==> src/hw/rtl/tfn_pkg.sv <==
// tfn_pkg: shared types for the triangle face normal pipeline
// no dependencies

package tfn_pkg;

  typedef struct packed {
    logic valid;
    logic mesh_end;
    logic degen;
  } ctl_t;

  localparam int unsigned LANES = 3;

endpackage

==> src/hw/rtl/tfn_root_step.sv <==
// tfn_root_step: one result bit of the normalizing divide-by-root, three lanes
// depends on tfn_pkg

module tfn_root_step #(
  parameter int unsigned WW  = 101,
  parameter int unsigned QW  = 15,
  parameter int unsigned BIT = 0
) (
  input  logic clk,
  input  logic rst,
  input  tfn_pkg::ctl_t ctl_in,
  input  logic [WW-1:0] len2_in,
  input  logic [WW-1:0] r_in [3],
  input  logic [WW-1:0] p_in [3],
  input  logic [QW-1:0] q_in [3],
  input  logic neg_in [3],
  output tfn_pkg::ctl_t ctl_out,
  output logic [WW-1:0] len2_out,
  output logic [WW-1:0] r_out [3],
  output logic [WW-1:0] p_out [3],
  output logic [QW-1:0] q_out [3],
  output logic neg_out [3]
);
  import tfn_pkg::*;

  logic [WW-1:0] d [3];

  always_comb begin
    for (int j = 0; j < 3; j++) begin
      d[j] = (p_in[j] << (BIT + 1)) + (len2_in << (2 * BIT));
    end
  end

  always_ff @(posedge clk) begin
    if (rst) begin
      ctl_out.valid <= 1'b0;
    end else begin
      ctl_out.valid <= ctl_in.valid;
    end
    ctl_out.mesh_end <= ctl_in.mesh_end;
    ctl_out.degen <= ctl_in.degen;
    len2_out <= len2_in;
    for (int j = 0; j < 3; j++) begin
      neg_out[j] <= neg_in[j];
      if (r_in[j] >= d[j]) begin
        r_out[j] <= r_in[j] - d[j];
        p_out[j] <= p_in[j] + (len2_in << BIT);
        q_out[j] <= q_in[j] | (QW'(1) << BIT);
      end else begin
        r_out[j] <= r_in[j];
        p_out[j] <= p_in[j];
        q_out[j] <= q_in[j];
      end
    end
  end

endmodule

==> config.mk <==
export PLATFORM = sky130hd
export DESIGN_NAME = tfn_root_step
export DESIGN_NICKNAME = d
export VERILOG_FILES = /design/src/hw/rtl/tfn_pkg.sv /design/src/hw/rtl/tfn_root_step.sv
export SDC_FILE = /design/constraint.sdc
export NUM_CORES = 2
export LEC_CHECK = 0
export BUFFER_PORTS_ARGS = -buffer_cell sky130_fd_sc_hd__buf_4
export CAP_MARGIN = 20
export CELL_PAD_IN_SITES_DETAIL_PLACEMENT = 2
export CELL_PAD_IN_SITES_GLOBAL_PLACEMENT = 2
export CORE_AREA = 2 2 596 598
export CTS_CLUSTER_SIZE = 16
export DETAILED_ROUTE_END_ITERATION = 8
export DIE_AREA = 0 0 598 600
export PLACE_DENSITY = 0.6
export RECOVER_POWER = 25
export REMOVE_ABC_BUFFERS = 1
export SLEW_MARGIN = 10
export SYNTH_ARGS = -nofsm -noshare
export SYNTH_HDL_FRONTEND = slang
export SYNTH_SLANG_ARGS = --single-unit
==> constraint.sdc <==
create_clock -name clk -period 6.4 [get_ports clk]
set_input_delay 0.64 -clock clk [delete_from_list [all_inputs] [get_ports clk]]
set_output_delay 0.64 -clock clk [all_outputs]
set_load 0.1 [all_outputs]
==> run summary <==
Seq pwr share: 0.153
die area: 358800 um^2
core box area: 351900 um^2
Placed Cells incl. Taps: 18726
endpoint type of the worst setup path: flop
CTS clk-pin slew, worst paths: 0.06 ns
hold path depth: 3
HPWL Detailed: 508100 um
Pwr Density: 408.5 nW/um^2
CTS tree: yes
run status: finished with violations
Clk pwr share: 0.140
Yosys Warn Count: 0
EDFF count, synth: 0
Layout fillers: 40801
violated checks: max-capacitance violations
Highest Clock Rate: 156.5 MHz
crit share post-route: 0.9986
chip width: 598 um
post-synth top area share: 0.2000
worst path bufs/invs: 9
Switching Power: 0.02865 W
Final Non-Filler Cells: 19392
register area: 15170 um^2
register area share after synthesis: 0.2000
CP arrival: 7.18 ns
Crit path required time: 7.19 ns
1st-iter DRT viols: 5719
Final WS setup: 0.008739 ns
max-cap violation count: 1
Final Hold Fails: 0
Clock Tree Buf Depth: 4
num ports: 1518
Pwr Total: 0.04973 W
Least-Margin Pin Slew: 1.491 ns
area share of fa/ha/maj cells after synthesis: 0.1508
pre-CTS setup slack: -1.930 ns
hold slack: 0.05533 ns
Int Power: 0.02108 W
layout cells sized above 1: 0.3274
placer congestion estimate: 1.013
Num CTS Buffers: 112
combinational fraction of design power: 0.707
vias in the first global route: 106489
largest net degree at the start of global routing: 35
unrepaired setup endpoints after global routing: yes
final wirelength: 586200 um
Simple-Gate Fraction of Synth Area: 0.1832
Worst setup SP type: primary input
number of synthesized register bits: 758
Async S/R FF share, synth: 0
number of unique standard cell types used by synthesis: 117
first-pass GRT wire length: 798700 um
Pre-Repair DR Iteration Count: 6
Synth-to-Final Area Change: 60.45%
Area contributors post-synth: dfxtp_1 (20%), ha_1 (15%), a21oi_1 (11%), xnor2_1 (5.9%), a21o_1 (5.7%)
hold_sp: r_in[80]
most frequent cell after synthesis: a21oi_1
CTS H-tree lvls: 3
Via density: 5.112
VDD IR max: 502.2 uV
I/O Buffers: 1517
leakage power: 57.26 nW
height of the die: 600 um
leading area contributor after synthesis: dfxtp_1
antenna violations before repair: 201
final critical-path required period: 6.391 ns
post-synthesis mux area share: 0.01220
Slew HR: 0.009977
commonest cells in the netlist: a21oi_1 (1653), nor2_1 (1071), ha_1 (900)
Starting Density: 0.2156
main combinational cell family by area after synthesis: compound AO/OA/AOI/OAI gates
vias: 99127
drt drc: 0
area occupied by multi-input gates: 59210 um^2
Worst Hold End: r_out[80]
Setup CP Type: primary input to flop
crit path max fanout: 12
GRT Overall Usage: 0.3084
HP Class: primary input to flop
Critical Path Slowest Stage Cell: nor2_2
Most used DFF post-synth: dfxtp_1
Syn Area/Cell: 7.375 um^2
GRT overflow: 0
FP Rows: 218
Synth Cell Area: 75870 um^2
Clock Sinks: 758
Max stage delay on crit path: 0.58 ns
Core Util, Final: 0.3460
Root Driver: clkbuf_16
DR WL/cell: 30.23 um
CP delay by family, top: compound AO/OA/AOI/OAI gates
Synth Instances: 10288
Synth Area in XOR/XNOR: 0.09962
Antenna Nets Post-Route: 0
sw frac: 0.5761
Top cell by count, worst path: buf_4
Synth Area in Compound Gates: 0.3100
Layout Nets: 16248
number of setup violations in the final report: 0
Max Transition Viols Final: 0
-- layer usage --
metal  wire length (um)  global-route usage
met5                 26                   0
met4              32870              0.1535
met1             258600              0.3960
met3              30000             0.05143
met2             264700              0.4970
-- how the worst max path moves through the flow --
stage                           start  cells after the start          to
after global routing       len2_in[1]                     41   p_out[61]
final                      len2_in[3]                     32  p_out[302]
after detailed placement   len2_in[1]                     35  r_out[140]
after floorplan            len2_in[9]                     25   p_out[10]
after global placement    len2_in[10]                     34  p_out[302]
after CTS                  len2_in[3]                     35  r_out[133]
-- stage by stage --
stage                     area (um^2)  setup TNS, ns
after floorplan                 73600       -2690.14
after global placement         112500        -916.32
after detailed placement       112600        -885.87
after CTS                      120100              0
after global routing           121700         -12.02
final                          121700              0
-- logic make-up (layout without fill, tap and decap cells) --
logic type / after synthesis / in the layout
AO/OA/AOI/OAI: 3847 / 3847
XOR/XNOR: 863 / 863
adder cells (fa/ha/maj): 909 / 909
buffers and inverters: 810 / 5193
flip-flops: 758 / 758
multiplexers: 83 / 83
other: 0 / 101
AND/OR/NAND/NOR: 3018 / 3018
-- power by group through the flow --
| stage | Clock [W] | Combinational [W] | Sequential [W] |
|---|---|---|---|
| 3_3_place_gp | 0 | 0.0336 | 0.00770 |
| 5_1_grt | 0.00731 | 0.0368 | 0.00768 |
| 4_1_cts | 0.00713 | 0.0347 | 0.00759 |
| 6_report | 0.00696 | 0.0352 | 0.00760 |
| 3_5_place_dp | 0 | 0.0341 | 0.00763 |
| 2_1_floorplan | 0 | 0.00925 | 0.0186 |
-- state kept, by name, summed over array words and instances, names as in the netlist --
name	flops
ctl_out	3
len2_out	101
neg_out	3
p_out	303
q_out	45
r_out	303
-- final cells by class --
class | instances | area share
Timing Repair Buffer | 4700 | 0.2979
Sequential cell | 758 | 0.1247
Clock inverter | 58 | 0.006475
Tap cell | 4620 | 0.04749
Antenna cell | 101 | 0.002076
Multi-Input combinational cell | 8720 | 0.4864
Clock buffer | 148 | 0.02620
Inverter | 287 | 0.008850
-- cell usage in the layout, fill, tap and decap left out, drive strengths merged, types with 76 or more instances in the layout --
master / synthesis / layout
nor3: 149 / 149
xnor2: 507 / 507
dfxtp: 758 / 758
diode: 0 / 101
ha: 900 / 900
a21o: 576 / 576
nand3: 134 / 134
nand2b: 103 / 103
a21oi: 1660 / 1660
inv: 287 / 294
dlygate4sd3: 0 / 263
nor2: 1071 / 1071
nand2: 849 / 849
nand4: 314 / 314
clkbuf: 401 / 490
xor2: 356 / 356
buf: 115 / 4093
o21a: 96 / 96
a31oi: 110 / 110
o21bai: 222 / 222
mux2: 76 / 76
o21ai: 697 / 697
nor2b: 94 / 94
-- repair_timing --
action                     4_1_cts  5_1_grt
gates cloned                     5       15
hold endpoints to repair       262        0
hold buffers                   263        0
setup endpoints to repair      608      606
pin swaps                       37      116
buffers inserted                16       63
gates resized for setup        157      326
No activity file was read; power rests on OpenSTA's default activity.
